===== src/sv/tsp_pkg.sv =====
// ---------------------------------------------------------------------------
// tsp_pkg
// Shared types, constants and helpers for the time specification parser.
// ---------------------------------------------------------------------------
package tsp_pkg;

  localparam int MANTISSA_BITS_DEF   = 44;
  localparam int MAX_FRAC_DIGITS_DEF = 12;

  // widest unit multiplier (604800) fits in 20 bits
  localparam int MULT_W   = 20;
  localparam int SECS_W   = 64;
  localparam int PLACES_W = 4;
  localparam int STATUS_W = 2;

  localparam logic [MULT_W-1:0] MULT_SEC  = MULT_W'(1);
  localparam logic [MULT_W-1:0] MULT_MIN  = MULT_W'(60);
  localparam logic [MULT_W-1:0] MULT_HOUR = MULT_W'(3600);
  localparam logic [MULT_W-1:0] MULT_DAY  = MULT_W'(86400);
  localparam logic [MULT_W-1:0] MULT_WEEK = MULT_W'(604800);

  localparam logic [7:0] CHAR_DOT   = 8'h2E;
  localparam logic [7:0] CHAR_ZERO  = 8'h30;
  localparam logic [7:0] CHAR_NINE  = 8'h39;
  localparam logic [7:0] CHAR_SPACE = 8'h20;
  localparam logic [7:0] CHAR_TAB   = 8'h09;
  localparam logic [7:0] CHAR_CR    = 8'h0D;
  localparam logic [7:0] CHAR_UC_A  = 8'h41;
  localparam logic [7:0] CHAR_UC_Z  = 8'h5A;
  localparam logic [7:0] CHAR_LC_M  = 8'h6D;
  localparam logic [7:0] CHAR_LC_H  = 8'h68;
  localparam logic [7:0] CHAR_LC_D  = 8'h64;
  localparam logic [7:0] CHAR_LC_W  = 8'h77;
  localparam logic [7:0] CASE_BIT   = 8'h20;

  typedef enum logic [STATUS_W-1:0] {
    STATUS_OK       = 2'd0,
    STATUS_INVALID  = 2'd1,
    STATUS_OVERFLOW = 2'd2
  } status_e;

  function automatic logic is_space(input logic [7:0] c);
    return (c == CHAR_SPACE) || (c inside {[CHAR_TAB:CHAR_CR]});
  endfunction

  function automatic logic is_digit(input logic [7:0] c);
    return c inside {[CHAR_ZERO:CHAR_NINE]};
  endfunction

  function automatic logic [MULT_W-1:0] unit_mult(input logic [7:0] c);
    logic [7:0] lc;
    lc = (c inside {[CHAR_UC_A:CHAR_UC_Z]}) ? (c | CASE_BIT) : c;
    case (lc)
      CHAR_LC_M: return MULT_MIN;
      CHAR_LC_H: return MULT_HOUR;
      CHAR_LC_D: return MULT_DAY;
      CHAR_LC_W: return MULT_WEEK;
      default:   return MULT_SEC;
    endcase
  endfunction

endpackage


===== src/sv/time_spec_parser.sv =====
// ---------------------------------------------------------------------------
// time_spec_parser
// Decimal duration parser with unit suffix: one character per item, one
// fixed-point result (seconds scaled by 10^places) per specification.
// ---------------------------------------------------------------------------
//  channel | direction | handshake              | payload
//  --------+-----------+------------------------+-------------------------------
//  in      | input     | in_valid_i / in_stall_o  | char_code_i, has_char_i, is_last_i
//  out     | output    | out_valid_o / out_stall_i| scaled_seconds_o, decimal_places_o,
//          |           |                        | status_o
//
//  One character item is taken every cycle while no last-character item is
//  waiting on the result side. Input register, then the parse state update
//  (multiply by ten and add), then a snapshot register on the last character,
//  then the 44x20 unit multiply into the output register.
//  Reset clears the parse state and all valid flags.
//  A stalled result holds back only last-character items; other characters
//  keep flowing into the parse state until a held last item blocks the input.
// ---------------------------------------------------------------------------
module time_spec_parser
  import tsp_pkg::*;
#(
  parameter int MANTISSA_BITS   = MANTISSA_BITS_DEF,
  parameter int MAX_FRAC_DIGITS = MAX_FRAC_DIGITS_DEF
) (
  input  logic                clk_i,
  input  logic                rst_ni,
  input  logic                in_valid_i,
  output logic                in_stall_o,
  input  logic [7:0]          char_code_i,
  input  logic                has_char_i,
  input  logic                is_last_i,
  output logic                out_valid_o,
  input  logic                out_stall_i,
  output logic [SECS_W-1:0]   scaled_seconds_o,
  output logic [PLACES_W-1:0] decimal_places_o,
  output logic [STATUS_W-1:0] status_o
);

  localparam int WIDE_W = MANTISSA_BITS + 4;
  localparam int PROD_W = MANTISSA_BITS + MULT_W;
  localparam logic [PLACES_W-1:0] FRAC_LIM = PLACES_W'(MAX_FRAC_DIGITS);

  // input register
  logic       in_vld_q;
  logic [7:0] in_char_q;
  logic       in_has_q;
  logic       in_last_q;

  // parse state
  logic [MANTISSA_BITS-1:0] mant_q, mant_d;
  logic [PLACES_W-1:0]      frac_q, frac_d;
  logic                     dot_q, dot_d;
  logic                     dig_q, dig_d;
  logic                     dot2_q, dot2_d;
  logic                     ovf_q, ovf_d;
  logic [7:0]               lns_q, lns_d;

  // snapshot of a finished specification
  logic                     fin_vld_q;
  logic [MANTISSA_BITS-1:0] fin_mant_q;
  logic [MULT_W-1:0]        fin_mult_q;
  logic [PLACES_W-1:0]      fin_places_q;
  status_e                  fin_status_q;

  // output register
  logic                out_vld_q;
  logic [SECS_W-1:0]   out_secs_q;
  logic [PLACES_W-1:0] out_places_q;
  status_e             out_status_q;

  logic out_ready, fin_ready, fire, in_ready, fin_take;

  assign out_ready = !out_vld_q || !out_stall_i;
  assign fin_ready = !fin_vld_q || out_ready;
  assign fire      = in_vld_q && (!in_last_q || fin_ready);
  assign fin_take  = fire && in_last_q;
  assign in_ready  = !in_vld_q || fire;
  assign in_stall_o = !in_ready;

  // ---- state update for the item in the input register ----
  logic [MANTISSA_BITS-1:0] up_mant;
  logic [PLACES_W-1:0]      up_frac;
  logic                     up_dot, up_dig, up_dot2, up_ovf;
  logic [7:0]               up_lns;
  logic [WIDE_W-1:0]        m_ext, m_x10;
  status_e                  up_status;

  assign m_ext = WIDE_W'(mant_q);
  assign m_x10 = (m_ext << 3) + (m_ext << 1) + WIDE_W'(in_char_q[3:0]);

  always_comb begin
    up_mant = mant_q;
    up_frac = frac_q;
    up_dot  = dot_q;
    up_dig  = dig_q;
    up_dot2 = dot2_q;
    up_ovf  = ovf_q;
    up_lns  = lns_q;
    if (in_has_q) begin
      if (is_digit(in_char_q)) begin
        up_dig = 1'b1;
        // excess fraction digits and post-overflow digits are dropped
        if (!(dot_q && frac_q >= FRAC_LIM) && !ovf_q) begin
          if (|m_x10[WIDE_W-1:MANTISSA_BITS]) begin
            up_ovf = 1'b1;
          end else begin
            up_mant = m_x10[MANTISSA_BITS-1:0];
            if (dot_q) begin
              up_frac = frac_q + PLACES_W'(1);
            end
          end
        end
      end else if (in_char_q == CHAR_DOT) begin
        if (dot_q) begin
          up_dot2 = 1'b1;
        end
        up_dot = 1'b1;
      end
      if (!is_space(in_char_q)) begin
        up_lns = in_char_q;
      end
    end
    if (!up_dig || up_dot2) begin
      up_status = STATUS_INVALID;
    end else if (up_ovf) begin
      up_status = STATUS_OVERFLOW;
    end else begin
      up_status = STATUS_OK;
    end
  end

  always_comb begin
    mant_d = mant_q;
    frac_d = frac_q;
    dot_d  = dot_q;
    dig_d  = dig_q;
    dot2_d = dot2_q;
    ovf_d  = ovf_q;
    lns_d  = lns_q;
    if (fire) begin
      if (in_last_q) begin
        mant_d = '0;
        frac_d = '0;
        dot_d  = 1'b0;
        dig_d  = 1'b0;
        dot2_d = 1'b0;
        ovf_d  = 1'b0;
        lns_d  = '0;
      end else begin
        mant_d = up_mant;
        frac_d = up_frac;
        dot_d  = up_dot;
        dig_d  = up_dig;
        dot2_d = up_dot2;
        ovf_d  = up_ovf;
        lns_d  = up_lns;
      end
    end
  end

  logic [PROD_W-1:0] prod;
  assign prod = PROD_W'(fin_mant_q) * PROD_W'(fin_mult_q);

  // ---- control registers ----
  always_ff @(posedge clk_i or negedge rst_ni) begin
    if (!rst_ni) begin
      in_vld_q  <= 1'b0;
      fin_vld_q <= 1'b0;
      out_vld_q <= 1'b0;
      mant_q    <= '0;
      frac_q    <= '0;
      dot_q     <= 1'b0;
      dig_q     <= 1'b0;
      dot2_q    <= 1'b0;
      ovf_q     <= 1'b0;
      lns_q     <= '0;
    end else begin
      if (in_ready) begin
        in_vld_q <= in_valid_i;
      end
      if (fin_take) begin
        fin_vld_q <= 1'b1;
      end else if (out_ready) begin
        fin_vld_q <= 1'b0;
      end
      if (out_ready) begin
        out_vld_q <= fin_vld_q;
      end
      mant_q <= mant_d;
      frac_q <= frac_d;
      dot_q  <= dot_d;
      dig_q  <= dig_d;
      dot2_q <= dot2_d;
      ovf_q  <= ovf_d;
      lns_q  <= lns_d;
    end
  end

  // ---- payload registers ----
  always_ff @(posedge clk_i) begin
    if (in_ready && in_valid_i) begin
      in_char_q <= char_code_i;
      in_has_q  <= has_char_i;
      in_last_q <= is_last_i;
    end
    if (fin_take) begin
      fin_status_q <= up_status;
      // error results carry zero fields
      if (up_status == STATUS_OK) begin
        fin_mant_q   <= up_mant;
        fin_places_q <= up_frac;
      end else begin
        fin_mant_q   <= '0;
        fin_places_q <= '0;
      end
      fin_mult_q <= unit_mult(up_lns);
    end
    if (out_ready && fin_vld_q) begin
      out_secs_q   <= SECS_W'(prod);
      out_places_q <= fin_places_q;
      out_status_q <= fin_status_q;
    end
  end

  assign out_valid_o      = out_vld_q;
  assign scaled_seconds_o = out_secs_q;
  assign decimal_places_o = out_places_q;
  assign status_o         = out_status_q;

  // ---- assertions ----
  a_err_fields_zero: assert property (@(posedge clk_i) disable iff (!rst_ni)
    (out_vld_q && out_status_q != STATUS_OK) |-> (out_secs_q == '0 && out_places_q == '0))
    else $error("error result with nonzero fields");

  a_places_limit: assert property (@(posedge clk_i) disable iff (!rst_ni)
    out_vld_q |-> (out_places_q <= FRAC_LIM))
    else $error("decimal places beyond limit");

  a_frac_needs_dot: assert property (@(posedge clk_i) disable iff (!rst_ni)
    (frac_q != '0) |-> dot_q)
    else $error("fraction digits counted without a dot");

  a_last_held: assert property (@(posedge clk_i) disable iff (!rst_ni)
    (in_vld_q && in_last_q && !fin_ready) |=> (in_vld_q && in_last_q && $stable(in_char_q)))
    else $error("blocked last item lost");

endmodule


===== config.mk =====
export PLATFORM = sky130hd
export DESIGN_NAME = time_spec_parser
export DESIGN_NICKNAME = d
export VERILOG_FILES = /design/src/sv/tsp_pkg.sv /design/src/sv/time_spec_parser.sv
export SDC_FILE = /design/constraint.sdc
export NUM_CORES = 2
export LEC_CHECK = 0
export ABC_AREA = 1
export BUFFER_PORTS_ARGS = -buffer_cell sky130_fd_sc_hd__buf_2
export CORE_MARGIN = 2
export CORE_UTILIZATION = 50
export DETAILED_ROUTE_END_ITERATION = 10
export GPL_TIMING_DRIVEN = 0
export PLACE_DENSITY = 0.63
export SLEW_MARGIN = 30
export SYNTH_ARGS = -nofsm -noshare
export SYNTH_HDL_FRONTEND = slang
export SYNTH_SLANG_ARGS = --single-unit
export TNS_END_PERCENT = 30

===== constraint.sdc =====
create_clock -name clk_i -period 7.26 [get_ports clk_i]
set_input_delay 1.452 -clock clk_i [delete_from_list [all_inputs] [get_ports clk_i]]
set_output_delay 1.452 -clock clk_i [all_outputs]
set_load 0.005 [all_outputs]

Word level (Yosys, flattened, before mapping)
Index checks and enable logic that the tools add are counted.

Output and inout port bits: 72. Word-level logic and storage cells: 105. Bits in registers: 213.

$add $sub $neg: 3. Order comparisons: 7. $mul: 1. Muxes and demuxes: 37. Eq/ne operators: 7. Reduce and logical (&&, ||, !) cells: 30.

Operators by type and width (number): 2-to-1 mux 44 bit (5); one-hot mux 20 bit (4 select lines) (1); multiplier 44 x 20 -> 64 bit (1); adder 47 x 45 -> 48 bit (1); adder 48 x 4 -> 48 bit (1); equality test 8 x 7 -> 1 bit, second input constant (4); 2-to-1 mux 4 bit (6); 2-to-1 mux 8 bit (3); 2-to-1 mux 1 bit (19); equality test 8 x 6 -> 1 bit, second input constant (2); logical AND 1 bit (9); zero test 1 bit (9); greater-or-equal comparator 8 x 4 -> 1 bit, second input constant (1); greater-or-equal comparator 8 x 6 -> 1 bit, second input constant (1); greater-or-equal comparator 8 x 7 -> 1 bit, second input constant (1); less-or-equal comparator 8 x 4 -> 1 bit, second input constant (1); less-or-equal comparator 8 x 6 -> 1 bit, second input constant (1); less-or-equal comparator 8 x 7 -> 1 bit, second input constant (1); logical OR 1 bit (6); 2-to-1 mux 6 bit (1); nonzero test 2 bit (3); adder 4 x 1 -> 4 bit, second input constant (1); greater-or-equal comparator 4 bit, second input constant (1); 2-to-1 mux 2 bit (2); 4 further kinds (4).

Depth between registers and ports, before layout
Word-level depth: 10. Gate-level depth with buffers: 32. Depth with buffers taken out: 30.

Least setup slack after synthesis
Ideal clock, no wire load.

Path kind: register -> register. Start point: register fin_mult_q[16]. End point: register out_secs_q[50] (netlist: scaled_seconds_o[50]) (data pin). Stages on the path, launching flop included: 31. Path buffers: 2. Data arrival time: 6.269 ns. Clock period less this slack: 6.522 ns. Library setup time: 0.253 ns. Setup slack: 0.738 ns. Data required time: 7.007 ns. Cell sequence: edfxtp_1 -> clkbuf_1 -> clkbuf_1 -> nand2_1 -> xor2_1 -> ha_1 -> o21bai_1 -> fa_1 -> inv_1 -> fa_1 -> inv_1 -> fa_1 -> fa_1 -> fa_1 -> inv_1 -> fa_1 -> inv_1 -> ha_1 -> nand2_1 -> nor2_1 -> inv_1 -> nor3_1 -> nand2_1 -> o21ai_0 -> nand2_1 -> nand2_1 -> a21oi_1 -> o21ai_0 -> nand2_1 -> inv_1 -> nor2_1.

Cells in the longest elaborated chain, start to end: 1.

RTL lines: from (decl) (RTL line time_spec_parser.sv:62) `logic [MULT_W-1:0] fin_mult_q;`; from (signal assigned) (RTL line time_spec_parser.sv:217) `fin_mult_q <= unit_mult(up_lns);`; multiplier 44 x 20 -> 64 bit (RTL line time_spec_parser.sv:163) `assign prod = PROD_W'(fin_mant_q) * PROD_W'(fin_mult_q);`; net prod[50] (RTL line time_spec_parser.sv:162) `logic [PROD_W-1:0] prod;`; to (signal assigned) (RTL line time_spec_parser.sv:220) `out_secs_q <= SECS_W'(prod);`; to (decl) (RTL line time_spec_parser.sv:68) `logic [SECS_W-1:0] out_secs_q;`.

The timed path passes the listed nets, and every way through them passes these cells. A chain may end at the register's enable or synchronous reset.

Worst setup path in the final report
Start point: register fin_mult_q[14]. End point: register out_secs_q[56] (netlist: scaled_seconds_o[56]) (data pin).

The elaborated chain is that of the path after synthesis.

==> reports/metrics.csv <==
stage;metric;value;unit
clocking;cts_buffer_depth;3;
clocking;cts-htree-levels;1;
drt;via_count;26650;
synth;ys_seq_area_share;16.69;%
final_layout;final_area;37060;um2
placement;placed_area;35920;um2
synth;syn_area;34280;um2
floorplanning;initial_core_util;50.77;%
sta;hold_violations;0;
placement;port_buffers;85;
drt;drt_pass1_iterations;6;
global_routing;grt_pass1_vias;27270;
global_routing;met1_usage;40.56;%
global_routing;grt_pass1_wl;153200;um
setup_path;cp_max_fo;10;
setup_path;critPathKind;reg -> reg;
global_routing;globalRoute.busiestLayer;met2;
clocking;holdBufCountCts;0;
sta;setup-violations-final;0;
sta;rsz0062_at_grt;yes;
setup_path;cp_num_buf_inv;8;
drt;finalWirelength;97770;um
sta;clock_skew;0.01481;ns
synth;syn_nets;5091;
synth;yosys_warnings;0;
drt;wl_per_cell;18.93;um
sta;whs;0.4179;ns
synth;yosysUniqueCellTypes;46;
drt;viasPerCell;5.159;
setup_path;crit_top_cell;fa_1;
setup_path;arrival;7.39;ns
drt;dr.first_iter.drc_count;2051;
global_routing;grt_max_degree;57;
floorplanning;dieArea;70660;um2
power_and_ir_drop;ir_worst_vdd;454.0;uV
synth;ys_ff_latch;201;
setup_path;startpoint_type;register;
placement;dp_slack;-0.9526;ns
setup_path;cpPeakStageDelay;0.59;ns
sta;min_period;7.061;ns
placement;dpl.hpwl;83870;um
floorplanning;die_w;265.8;um
setup_path;required;7.59;ns
sta;max_freq;141.6;MHz
clocking;clkTransAtPathRegs;0.06;ns
drt;drc;0;
floorplanning;rows;95;
final_layout;most-common-layout-cells;inv_1 (1,041), nand2_1 (990), fa_1 (515);
synth;synth_cells;4157;
sta;max_slew.worst_pin.slew;0.8353;ns
final_layout;fill_cells;6445;
sta;relSlewSlack;43.73;%
floorplanning;die_h;265.8;um
sta;fin_ws;0.1987;ns
global_routing;grt_overflow;0;
global_routing;track_usage;28.32;%
setup_path;crit_family;adder cells;
global_routing;grt_util_met3;5.647;%
power_and_ir_drop;p_leak;21.07;nW
clocking;clock-root-buffer;clkbuf_16;
floorplanning;ioPinCount;86;
flow_run;drv_cap;0;
worst_hold_path;min_path_type;reg -> reg;
sta;period_share;97.26;%
power_and_ir_drop;powerDensity;473.6;nW/um2
final_layout;layout-drive-gt1-share;7.479;%
final_layout;nets;5207;
final_layout;layout_commonest_cell;inv_1;
clocking;cts_num_sinks;201;
final_layout;area_growth;8.118;%
floorplanning;coreArea;67510;um2
clocking;cts_buffers;25;
global_routing;antenna_found_initial;1;
sta;drv_slew;0;
placement;place.gp.congestion;0.9900;
setup_path;cp-end-kind;register;
drt;detail-route-antenna-nets;0;
status;outcome;completed;
setup_path;slowest_stage;fa_1;
clocking;cts_tree;built;
synth;synth.avg_cell_area;8.246;um2
global_routing;use_met2;43.88;%
clocking;worstSkewPairLatency;0.58;ns
==> layer usage <==
layer | vias up | wire length [um] | share of wire [%]
met5 | - | 13 | 0.013
met4 | 2 | 2786 | 2.8
met3 | 149 | 8745 | 8.9
met2 | 1018 | 42200 | 43
met1 | 12690 | 44020 | 45
li1 | 12790 | - | -
==> path summary, 6_finish.rpt <==
| path | startpoint | to | slack [ns] | cells past startpoint |
|---|---|---|---|---|
| hold reg to reg | fin_status_q[1] | status_o[1] | 0.42 | 0 |
| max in group asynchronous | rst_ni | lns_q[3] | 5.95 | 2 |
| setup reg to reg | fin_mult_q[14] | scaled_seconds_o[56] | 0.20 | 25 |
| hold / removal | fin_status_q[1] | status_o[1] | 0.42 | 0 |
| setup / recovery | fin_mult_q[14] | scaled_seconds_o[56] | 0.20 | 25 |
| min in group asynchronous | rst_ni | mant_q[38] | 0.76 | 1 |
==> logic make-up (layout without fill, tap and decap cells) <==
group / count (synthesis) / after routing / share of synthesized area (%)
compound gates: 379 / 379 / 6.352
xor+xnor: 129 / 129 / 3.296
fa+ha+maj: 920 / 920 / 44.86
buf+inv: 1176 / 1311 / 13.06
flops: 201 / 201 / 16.69
other cells: 0 / 1 / 0
simple gates: 1352 / 1352 / 15.74
==> cell type report <==
class	count	area [um2]	share of cell area [%]
tap	873	1092	2.947
multi-input combinational	2780	24200	65.29
clock inverter	16	167.7	0.4524
inverter	1066	4004	10.80
buffer	92	475.5	1.283
antenna	1	2.502	0.006752
timing repair buffer	107	693.2	1.870
sequential	201	5720	15.44
clock buffer	30	706.9	1.908
==> cells in the mapped netlist (all sizes together) <==
cell / number / area share [%]
nor3: 24 / 0.35
o21a: 5 / 0.11
o211a: 2 / 0.058
a211oi: 3 / 0.066
inv: 1065 / 12
fa: 515 / 30
o21ai: 104 / 1.5
nor4: 10 / 0.18
dfrtp: 63 / 4.6
or2: 11 / 0.20
nand4: 20 / 0.37
ha: 405 / 15
clkbuf: 90 / 1.1
nor2: 220 / 2.6
o31ai: 2 / 0.044
and2: 1 / 0.018
nand3: 65 / 0.99
o21bai: 23 / 0.50
xor2: 93 / 2.4
buf: 20 / 0.32
o2111ai: 2 / 0.051
o211ai: 2 / 0.044
o22ai: 11 / 0.20
a21oi: 168 / 2.6
a21boi: 4 / 0.088
o221ai: 1 / 0.026
edfxtp: 138 / 12
a31oi: 24 / 0.44
a31o: 8 / 0.20
clkinv: 1 / 0.011
xnor2: 36 / 0.92
nand2: 1001 / 11
a22oi: 1 / 0.022
a21o: 19 / 0.42
==> flip-flops by register name, indices dropped and copies added, names as in the netlist, 2 cells and up <==
signal            cells
decimal_places_o      4
lns_q                 8
scaled_seconds_o     64
fin_status_q          2
fin_mult_q            8
fin_mant_q           44
fin_places_q          4
mant_q               44
status_o              2
frac_q                4
in_char_q             8
==> worst register-to-register path, delay by kind of cell, from the launching register on <==
family	cells	cell delay, ns
XOR/XNOR	1	0.09
AO/OA/AOI/OAI	6	1.19
flip-flops	1	0.52
buffers and inverters	8	0.85
AND/OR/NAND/NOR	2	0.28
adder cells (fa/ha/maj)	8	3.85
==> where the power goes <==
group | leakage [nW] | switching (W) | internal, W
registers | 2.18 | 0.0000585 | 0.00207
clock network | 0.427 | 0.000546 | 0.000775
logic | 18.5 | 0.00888 | 0.00522
total | 21.1 | 0.00949 | 0.00806
==> per-stage QoR <==
step / util [%] / std cells / power [W] / setup TNS, ns
after CTS: 54.71 / 5168 / 0.01708 / -0.05277
after global routing: 54.89 / 5165 / 0.01943 / -0.09814
after floorplan: - / 4157 / 0.01191 / 0
after global placement: 53.02 / 5115 / 0.01552 / -17.00
after detailed placement: 53.21 / 5120 / 0.01561 / -17.32
final: 54.89 / 5166 / 0.01755 / 0
==> timing repair <==
| action | CTS | global route |
|---|---|---|
| resized for setup | 43 | 51 |
| buffers inserted | 10 | 7 |
| endpoints found under the setup margin | 36 | 25 |
| pin swaps | 0 | 3 |
No activity file was read; power rests on OpenSTA's default activity.
